## config.mk

```make
export PLATFORM = sky130hd
export DESIGN_NAME = bgr_div
export DESIGN_NICKNAME = d
export VERILOG_FILES = /design/src/rtl/bgr_pkg.sv /design/src/rtl/bgr_div.sv
export SDC_FILE = /design/constraint.sdc
export NUM_CORES = 1
export LEC_CHECK = 0
export ABC_CLOCK_PERIOD_IN_PS = 10650
export BUFFER_PORTS_ARGS = -buffer_cell sky130_fd_sc_hd__buf_2
export CAP_MARGIN = 20
export CORE_MARGIN = 2
export CORE_UTILIZATION = 45
export CTS_CLUSTER_DIAMETER = 200
export DETAILED_ROUTE_END_ITERATION = 12
export GPL_ROUTABILITY_DRIVEN = 1
export PLACE_DENSITY = 0.77
export SLEW_MARGIN = 15
export SYNTH_ARGS = -nofsm -noshare
export SYNTH_HDL_FRONTEND = slang
export SYNTH_SLANG_ARGS = --single-unit
```

## constraint.sdc

```tcl
create_clock -name clk -period 10.65 [get_ports clk]
set_clock_uncertainty 0.2 [all_clocks]
set_input_delay 3.195 -clock clk [delete_from_list [all_inputs] [get_ports clk]]
set_output_delay 3.195 -clock clk [all_outputs]
set_load 0.05 [all_outputs]
```

## src/rtl/bgr_pkg.sv

```systemverilog
// Shared types and constants for the bitmap glyph row renderer.
package bgr_pkg;

  localparam int unsigned FONT_BYTES_DEF    = 32768;
  localparam int unsigned SCREEN_WIDTH_DEF  = 1920;
  localparam int unsigned SCREEN_HEIGHT_DEF = 1080;

  // Width of the linear cell position, which is also the dividend of the divider.
  localparam int unsigned POS_W = 22;

  localparam logic [25:0] FB_BASE = 26'h200_0000;

  localparam logic [5:0] WIDTH_RST  = 6'd8;
  localparam logic [5:0] HEIGHT_RST = 6'd16;
  localparam logic [7:0] BPG_RST    = 8'd16;

  typedef enum logic [1:0] {
    REG_GLYPH_WIDTH     = 2'd0,
    REG_GLYPH_HEIGHT    = 2'd1,
    REG_BYTES_PER_GLYPH = 2'd2
  } reg_index_t;

  typedef enum logic [1:0] {
    MODE_LOAD   = 2'd0,
    MODE_CELL   = 2'd1,
    MODE_LINEAR = 2'd2
  } mode_t;

endpackage

```

## src/rtl/bgr_div.sv

```systemverilog
// Restoring divider that produces one quotient bit per cycle.
module bgr_div #(
  parameter int unsigned DW = 11
) (
  input  logic                     clk,
  input  logic                     rst,
  input  logic                     start,
  input  logic [bgr_pkg::POS_W-1:0] dividend,
  input  logic [DW-1:0]            divisor,
  output logic                     done,
  output logic [bgr_pkg::POS_W-1:0] quotient,
  output logic [DW-1:0]            remainder
);

  localparam int unsigned NW = bgr_pkg::POS_W;
  localparam int unsigned CNTW = $clog2(NW + 1);

  logic [CNTW-1:0] count;
  logic            running;
  logic [DW-1:0]   dsr;
  logic [DW:0]     r_shift;
  logic            fits;

  // Shift in the next dividend bit and try one subtraction.
  always_comb begin
    r_shift = {remainder, quotient[NW-1]};
    fits    = r_shift >= {1'b0, dsr};
  end

  always_ff @(posedge clk) begin
    if (rst) begin
      running <= 1'b0;
      done    <= 1'b0;
      count   <= '0;
    end else if (start) begin
      running   <= 1'b1;
      done      <= 1'b0;
      count     <= CNTW'(NW);
      quotient  <= dividend;
      remainder <= '0;
      dsr       <= divisor;
    end else if (running) begin
      remainder <= fits ? DW'(r_shift - {1'b0, dsr}) : r_shift[DW-1:0];
      quotient  <= {quotient[NW-2:0], fits};
      count     <= count - 1'b1;
      if (count == CNTW'(1)) begin
        running <= 1'b0;
        done    <= 1'b1;
      end
    end
  end

endmodule

```

==> results of run 1 <==
==> cells in the final DEF (no fill, tap or decap), types with 6 or more instances in the layout <==
cell / instances
buf_2: 69
edfxtp_1: 44
mux2_2: 23
inv_1: 19
nor2_1: 15
ha_1: 13
a21oi_1: 9
xnor2_1: 8
nor3_1: 7
dfxtp_1: 7
nand2_1: 6
o21ai_0: 6
==> critical path, cell delays in order <==
cell    delay [ns]
buf_2         0.60
inv_1         0.29
nor2_1        0.80
==> routing by layer <==
metal	track usage	up-vias	part of all wire
met2	0.2992	65	0.48
met3	0.05843	10	0.083
met5	0	-	0
met1	0.1994	835	0.42
li1	-	892	-
met4	0.07458	0	0.019
==> final timing paths <==
kind	start	endpoint	slack, ns	depth (start not counted)
setup / recovery	start	dsr[1]$_DFFE_PP_	5.49	3
hold / removal	done$_SDFFE_PP0P_	done$_SDFFE_PP0P_	0.33	2
setup reg to reg	remainder[4]$_SDFFCE_PP0P_	remainder[10]$_SDFFCE_PP0P_	7.88	7
hold reg to reg	done$_SDFFE_PP0P_	done$_SDFFE_PP0P_	0.33	2
==> power by group through the flow <==
stage | clock, mW | combinational, mW | sequential [mW]
after floorplan | 0 | 0.0853 | 0.286
final | 0.155 | 0.153 | 0.247
after global placement | 0 | 0.149 | 0.252
after CTS | 0.159 | 0.154 | 0.247
after global routing | 0.164 | 0.166 | 0.249
after detailed placement | 0 | 0.153 | 0.251
==> flip-flops by register name (all words and copies together), names as in the netlist <==
signal and count:
remainder 11, done 1, dsr 11, quotient 22, count 5, running 1
==> cell usage after synthesis (all sizes together) (3+ instances only) <==
cell type / number
nand2: 6
dfxtp: 7
clkbuf: 4
mux2: 23
o21ai: 8
nor3: 8
mux2i: 5
nor4b: 3
ha: 13
a21o: 4
xnor2: 8
nor2: 16
a21oi: 10
nor2b: 3
edfxtp: 44
inv: 19
o21a: 4
==> kinds of logic (layout without fill, tap and decap cells) <==
kind of cell               count (synthesis)  in the layout
muxes                                     28             28
buffers and inverters                     25             97
DFF                                       51             51
xor gates and xnor gates                   9              9
adders and majority gates                 14             14
AOI/OAI and AO/OA                         36             36
and+or+nand+nor                           42             42
==> area by class of cell <==
cell class                      count  share of cell area
Clock buffer                        6             0.02285
Clock inverter                      2             0.01891
Inverter                           19             0.02246
Multi-Input combinational cell    129              0.3361
Sequential cell                    51              0.4602
Tap cell                           72             0.02837
Timing Repair Buffer               70              0.1111
==> results.cfg, run 1 <==
[clock_network]
cts.hold.buffers_added = 0
htreeDepth = 2
cts_sinks = 51
post_cts_buffers = 0
cts_tree = done
path_clk_slew_ns = 0.09
clock_latency_ns = 0.30
clockBufferDepth = 2
cts_made_buffers = 5
cts-root-buf = clkbuf_8
ctsResizeCount = 0

[power]
p_int_mw = 0.3871
p_switching_mw = 0.1680
power.total_mw = 0.5551
total_leakage_power_nw = 1.323
combinationalPowerShare = 0.275
seqPwrFrac = 0.445
power_density_nw_per_um2 = 174.8
switching_share = 0.3027
power.share.clock = 0.279
peakVddDrop_uv = 129.6

[floorplanning]
dieArea_sq_um = 6466
core_sq_um = 5574
die_h_um = 80.41
ioPinCount = 70
start_util = 0.4714
num_rows = 27
die_w_um = 80.41

[sta]
min_period_ns = 5.157
hold_viol = 0
fin_ws_ns = 5.493
fin_tns_setup_ns = 0
timing.fmax_mhz = 193.9
worst_pin_slew_ns = 0.9399
min_period_over_period = 0.4842
relSlewSlack = 0.3711
report.final.slew_viol_count = 0
holdWs_ns = 0.3283
rsz0062_at_grt = no
setup_violations = 0

[synth]
yosys-top-cells-area = edfxtp_1 (50%), mux2_2 (9.9%), ha_1 (6.2%), dfxtp_1 (5.3%), inv_1 (2.7%)
syn-num-nets = 255
synthFlopType = edfxtp_1
syn_area_sq_um = 2628
synth_top_area_share = 0.5029
synth-simple-area-share = 0.07905
synth_fa_ha_area_frac = 0.06952
synth_top_family_by_area = multiplexers
synth-seq-area-share = 0.5562
syn_inst = 205
synthMuxAreaShare = 0.1176
post_synth.cell_area_avg_sq_um = 12.82
synth-edff-count = 44
yosys.cell_types.count = 36
ys_ff_latch = 51
async_flop_share = 0
yosysTopAreaCell = edfxtp_1
synthXorXnorAreaFrac = 0.03000
yosys_warnings = 0
synth-compound-area-share = 0.1090

[worst_setup_path]
start_kind = input port
worstPathArrival_ns = 4.89
endpoint_kind = flip-flop
cp_max_fo = 39
critPathRequiredTime_ns = 10.38
critPathKind = in2reg

[drt]
drt-total-wl_um = 5313
vias_per_cell = 5.163
drc = 0
avgRoutedWirePerCell_um = 15.22
ant_nets = 0
drt_iter0_markers = 73
dr.pass1.iters = 4
vias = 1802

[grt]
grt_pass1_vias = 1925
grt_max_degree = 40
grt_pass1_wl_um = 8549
grt.total_usage = 0.1750
grt.overflow.total = 0
antenna_found_initial = 0

[final_layout]
fin_nets = 326
diodes = 0
fin_util = 0.5697
drive_gt1_frac = 0.3899
multi_input_area_sq_um = 1067
area_growth_pct = 20.86
stdcell_count = 349
regArea_sq_um = 1461
fillCellCount = 461
post-route-cell-area_sq_um = 3176

[placed_design]
place_congestion = 0.8219
placedCellCount = 341
dpl.hpwl_um = 3892
portBuffers = 69
placed_area_sq_um = 3043
post-place-ws_ns = 5.119

[worst_hold_path]
hp-class = reg2reg

[outcome]
status = completed

[run]
cap_viol_max_count = 0
Power figures use the tool's default switching activity.
==> inputs of run 2 (changes only) <==
- ABC_CLOCK_PERIOD_IN_PS: 10650 -> 4200
- PLACE_DENSITY: 0.77 -> 0.8
- clock period: 10.65 -> 4.2 ns (I/O delays scaled with it)
==> run 2 against run 1 <==
Against the previous run:
- non-clock buffer count is 2 higher
- final cell count is 0.57% higher
- count of clock-buffer cells in the layout is 1 lower
- critical endpoint is now remainder[10]$_SDFFCE_PP0P_
==> results.cfg, run 2 (synthesized netlist as in run 1, its figures left out) <==
[outcome]
status = completed

[clock_network]
post_cts_buffers = 0
cts_tree = done
cts_sinks = 51
cts-root-buf = clkbuf_8
ctsResizeCount = 0
cts_made_buffers = 5
clockBufferDepth = 2
cts.hold.buffers_added = 0
path_clk_slew_ns = 0.10
clock_latency_ns = 0.30
htreeDepth = 2

[power]
seqPwrFrac = 0.485
power_density_nw_per_um2 = 412.0
p_switching_mw = 0.4338
total_leakage_power_nw = 1.316
power.total_mw = 1.296
peakVddDrop_uv = 259.6
power.share.clock = 0.219
combinationalPowerShare = 0.297
p_int_mw = 0.8622
switching_share = 0.3347

[final_layout]
area_growth_pct = 19.71
fin_nets = 328
stdcell_count = 351
fin_util = 0.5643
reg_top3 = quotient x22, dsr x11, remainder x11
drive_gt1_frac = 0.3978
diodes = 0
largest_register_ffs = 22
regMostFlops = quotient
final_cell_mix = buf_2 (69), edfxtp_1 (44), mux2_2 (23), inv_1 (19), nor2_1 (15)
layout_commonest_cell = buf_2

[drt]
wl_met3_um = 367
drt-total-wl_um = 5310
avgRoutedWirePerCell_um = 15.13
ant_nets = 0
dr.pass1.iters = 4
vias = 1854
vias_per_cell = 5.282
drc = 0
wl_met2_um = 2570
drt_iter0_markers = 113
top_layer = met4
drt-met1-wl_um = 2347

[grt]
antenna_found_initial = 0
grt_max_degree = 34
grt.total_usage = 0.1721
grt_pass1_vias = 1793
grt_pass1_wl_um = 8487
grt.overflow.total = 0

[sta]
fin_ws_ns = 1.494
relSlewSlack = 0.6641
min_period_ns = 2.706
report.final.slew_viol_count = 0
rsz0062_at_grt = no
hold_viol = 0
setup_violations = 0
timing.fmax_mhz = 369.5
fin_tns_setup_ns = 0
min_period_over_period = 0.6444
worst_pin_slew_ns = 0.5019

[worst_setup_path]
start_kind = flip-flop
worst_r2r_path_depth = 9
r2r_start = quotient[21]$_DFFE_PP_
critPathKind = reg2reg
critPathRequiredTime_ns = 4.06
worstPathArrival_ns = 2.57
r2r_setup_slack_ns = 1.49
cp_max_fo = 3
endpoint_kind = flip-flop
r2r_end = remainder[10]$_SDFFCE_PP0P_

[placed_design]
post-place-ws_ns = 1.505
dpl.hpwl_um = 4017
portBuffers = 69
place_congestion = 0.8104
placedCellCount = 343

[floorplanning]
die_w_um = 80.41
start_util = 0.4714
num_rows = 27
die_h_um = 80.41
ioPinCount = 70
dieArea_sq_um = 6466
core_sq_um = 5574

[worst_hold_path]
min_path_cells = 2
hp-class = reg2reg
min_to = done$_SDFFE_PP0P_
hold_path.startpoint = done$_SDFFE_PP0P_

[run]
cap_viol_max_count = 0
run 2: changes by cell type in the layout (fill, tap and decap cells not counted):
| cell | delta |
|---|---|
| bufinv_16 | -2 |
| clkbuf_1 | -1 |
| clkinv_2 | +2 |
| buf_4 | +2 |
| inv_6 | +1 |
run 2: cell type report:
type | instances | area [sq um]
timing repair buffer | 72 | 367.9
sequential | 51 | 1461
clock buffer | 5 | 68.82
tap | 72 | 90.09
inverter | 19 | 71.32
clock inverter | 3 | 18.77
multi-input combinational | 129 | 1067
fill | 492 | 2429
run 2: worst max-delay path: stages, from the launching register on:
cell and delay (ns):
edfxtp_1 0.37, inv_1 0.07, ha_1 0.23, fa_1 0.41, nand2b_1 0.18, a21o_1 0.21, a211oi_1 0.20, o21ai_0 0.14
a21o_1 0.21, a32o_1 0.26
run 2: through the flow:
step | instance area (sq um) | hold slack, ns
after floorplan | 2628 | 0.3293
after global placement | 3058 | 0.2976
after detailed placement | 3058 | 0.3107
after CTS | 3146 | 0.3328
after global routing | 3146 | 0.3638
final | 3146 | 0.3357
run 2: worst max-delay path by stage:
stage,to,slack (ns),cells after the start,from
after floorplan,quotient[0]$_DFFE_PP_,0.50,3,start
after global placement,quotient[12]$_DFFE_PP_,1.52,3,start
after detailed placement,quotient[8]$_DFFE_PP_,1.50,3,start
after CTS,remainder[10]$_SDFFCE_PP0P_,1.48,9,quotient[21]$_DFFE_PP_
after global routing,remainder[10]$_SDFFCE_PP0P_,1.37,9,quotient[21]$_DFFE_PP_
final,remainder[10]$_SDFFCE_PP0P_,1.49,9,quotient[21]$_DFFE_PP_
run 2: power by group through the flow:
stage                     Clock [mW]  Combinational (mW)  Sequential, mW
final                          0.283               0.385           0.628
after global routing           0.307               0.415           0.633
after CTS                      0.293               0.387           0.628
after detailed placement           0               0.385           0.639
after global placement             0               0.377           0.639
after floorplan                    0               0.216           0.725
run 2: layer usage:
metal  track usage  up-vias
met5             0        -
li1              -      895
met4       0.04407        0
met1        0.2247      882
met2        0.2850       75
met3       0.04494        2
==> inputs of run 3 (changes only) <==
- ABC_CLOCK_PERIOD_IN_PS: 4200 -> 2520
- PLACE_DENSITY: 0.8 -> 0.77
- clock period: 4.2 -> 2.52 ns (I/O delays scaled with it)
==> run 3 against run 2 <==
Against the previous run:
- die area stayed put
- the run now ends with negative setup slack left
- utilization is 4.7 points higher
- power is 83% higher
- sequential share of layout area is 3.6 points lower
- combinational power is 98% higher
- wire length is 7.1% higher
- sequential cell count stayed put
- via count is 4.3% higher
- setup slack worse by 1.5 ns
- hold slack better by 0.0012 ns
- register-to-register slack worse by 1.5 ns
==> results.cfg, run 3 (synthesized netlist as in run 1, its figures left out) <==
[worst_setup_path]
startpoint = dsr[0]$_DFFE_PP_
cp_max_fo = 7
worstPathArrival_ns = 2.43
endpoint_kind = flip-flop
crit_family = compound AO/OA/AOI/OAI gates
critPathRequiredTime_ns = 2.39
r2r_start = dsr[0]$_DFFE_PP_
critical_path_buf_inv_count = 1
max_stage_delay_ns = 0.43
crit_cells = 8
worst_r2r_path_depth = 8
critPathKind = reg2reg
start_kind = flip-flop
worstPathCellList = ha_4 -> fa_2 -> nand2b_4 -> a21o_4 -> a21oi_4 -> o21ai_4 -> buf_6 -> a32o_1
r2r_setup_slack_ns = -0.04
cp_slowest_cell = edfxtp_1
r2r_end = remainder[10]$_SDFFCE_PP0P_

[final_layout]
area_growth_pct = 29.76
reg_top3 = quotient x22, dsr x11, remainder x11
final_cell_mix = buf_2 (69), edfxtp_1 (44), mux2_2 (22), inv_1 (18), buf_4 (18)
regMostFlops = quotient
fin_util = 0.6117
post-route-cell-area_sq_um = 3410
diodes = 0
layout_commonest_cell = buf_2
stdcell_count = 369
largest_register_ffs = 22
fin_nets = 346
drive_gt1_frac = 0.4646

[drt]
avgRoutedWirePerCell_um = 15.41
drt-total-wl_um = 5687
ant_nets = 0
drt_iter0_markers = 176
vias_per_cell = 5.238
drc = 0
dr.pass1.iters = 4
vias = 1933

[clock_network]
cts-root-buf = clkbuf_8
cts_made_buffers = 5
cts_tree = done
clock_latency_ns = 0.30
path_clk_slew_ns = 0.10
cts_sinks = 51
htreeDepth = 2
cts.hold.buffers_added = 0
clockBufferDepth = 2

[worst_hold_path]
hp-class = reg2reg
min_to = done$_SDFFE_PP0P_
min_path_cells = 2
hold_path.startpoint = done$_SDFFE_PP0P_

[placed_design]
place_congestion = 0.9087
dpl.hpwl_um = 4003
portBuffers = 69
post-place-ws_ns = -0.02490
placed_area_sq_um = 3217
placedCellCount = 359

[grt]
grt_pass1_vias = 1965
grt_max_degree = 34
antenna_found_initial = 0
grt_pass1_wl_um = 8907
grt.overflow.total = 0
grt.total_usage = 0.1797

[outcome]
status = complete, but fails checks
violations = negative setup slack

[power]
peakVddDrop_uv = 473.9
total_leakage_power_nw = 1.433
power_density_nw_per_um2 = 693.7

[floorplanning]
die_w_um = 80.41
start_util = 0.4714
core_sq_um = 5574
num_rows = 27
die_h_um = 80.41
ioPinCount = 70
dieArea_sq_um = 6466

[sta]
hold_viol = 0
report.final.slew_viol_count = 0
timing.fmax_mhz = 390.4
holdWs_ns = 0.3369
setup_violations = 2
rsz0062_at_grt = yes
min_period_ns = 2.561
min_period_over_period = 1.016
fin_ws_ns = -0.04150
relSlewSlack = 0.7198
worst_pin_slew_ns = 0.4145

[run]
cap_viol_max_count = 0
==> run 3: tightest hold or removal path, stage by stage, from the launching register on <==
cell and delay (ns):
dfxtp_1 0.33, a21oi_1 0.12, nor3_1 0.05
==> run 3: cell type report <==
| cell class | count | area, sq um |
|---|---|---|
| clock inverter | 3 | 38.79 |
| inverter | 19 | 71.32 |
| multi-input combinational | 130 | 1167 |
| fill | 429 | 2165 |
| tap | 72 | 90.09 |
| clock buffer | 5 | 68.82 |
| timing repair buffer | 89 | 511.7 |
| sequential | 51 | 1461 |
==> run 3: worst max path at each step <==
stage	endpoint	slack (ns)
final	remainder[10]$_SDFFCE_PP0P_	-0.04
after detailed placement	remainder[5]$_SDFFCE_PP0P_	-0.02
after global routing	remainder[5]$_SDFFCE_PP0P_	-0.12
after global placement	remainder[10]$_SDFFCE_PP0P_	0.06
after CTS	remainder[10]$_SDFFCE_PP0P_	0.0004
after floorplan	remainder[10]$_SDFFCE_PP0P_	-0.24
==> run 3: power breakdown <==
part	total (mW)	internal, mW	switching (mW)
clock network	0.562	0.291	0.271
registers	1.04	1.00	0.0392
logic	0.762	0.307	0.455
total	2.37	1.60	0.765
==> run 3: through the flow <==
| step | TNS, ns | total power [mW] |
|---|---|---|
| finish | -0.06201 | 2.365 |
| global route | -0.4027 | 2.467 |
| CTS | 0 | 2.333 |
| detailed placement | -0.05906 | 1.767 |
| global placement | 0 | 1.752 |
| floorplan | -1.805 | 1.581 |
==> run 3: metal layers <==
layer	share of wire	GRT usage	vias up
met5	0	0	-
met4	0.017	0.06102	0
met3	0.084	0.05730	11
met2	0.47	0.2967	76
met1	0.43	0.2225	906
li1	-	-	940
==> run 3: what timing repair did <==
| item | 4_1_cts | 5_1_grt |
|---|---|---|
| buffers inserted | 0 | 1 |
| endpoints found under the setup margin | 4 | 7 |
| endpoints found under the hold margin | 0 | 0 |
| pin swaps | 1 | 4 |
| cloned | 1 | 0 |
| resized for setup | 1 | 11 |
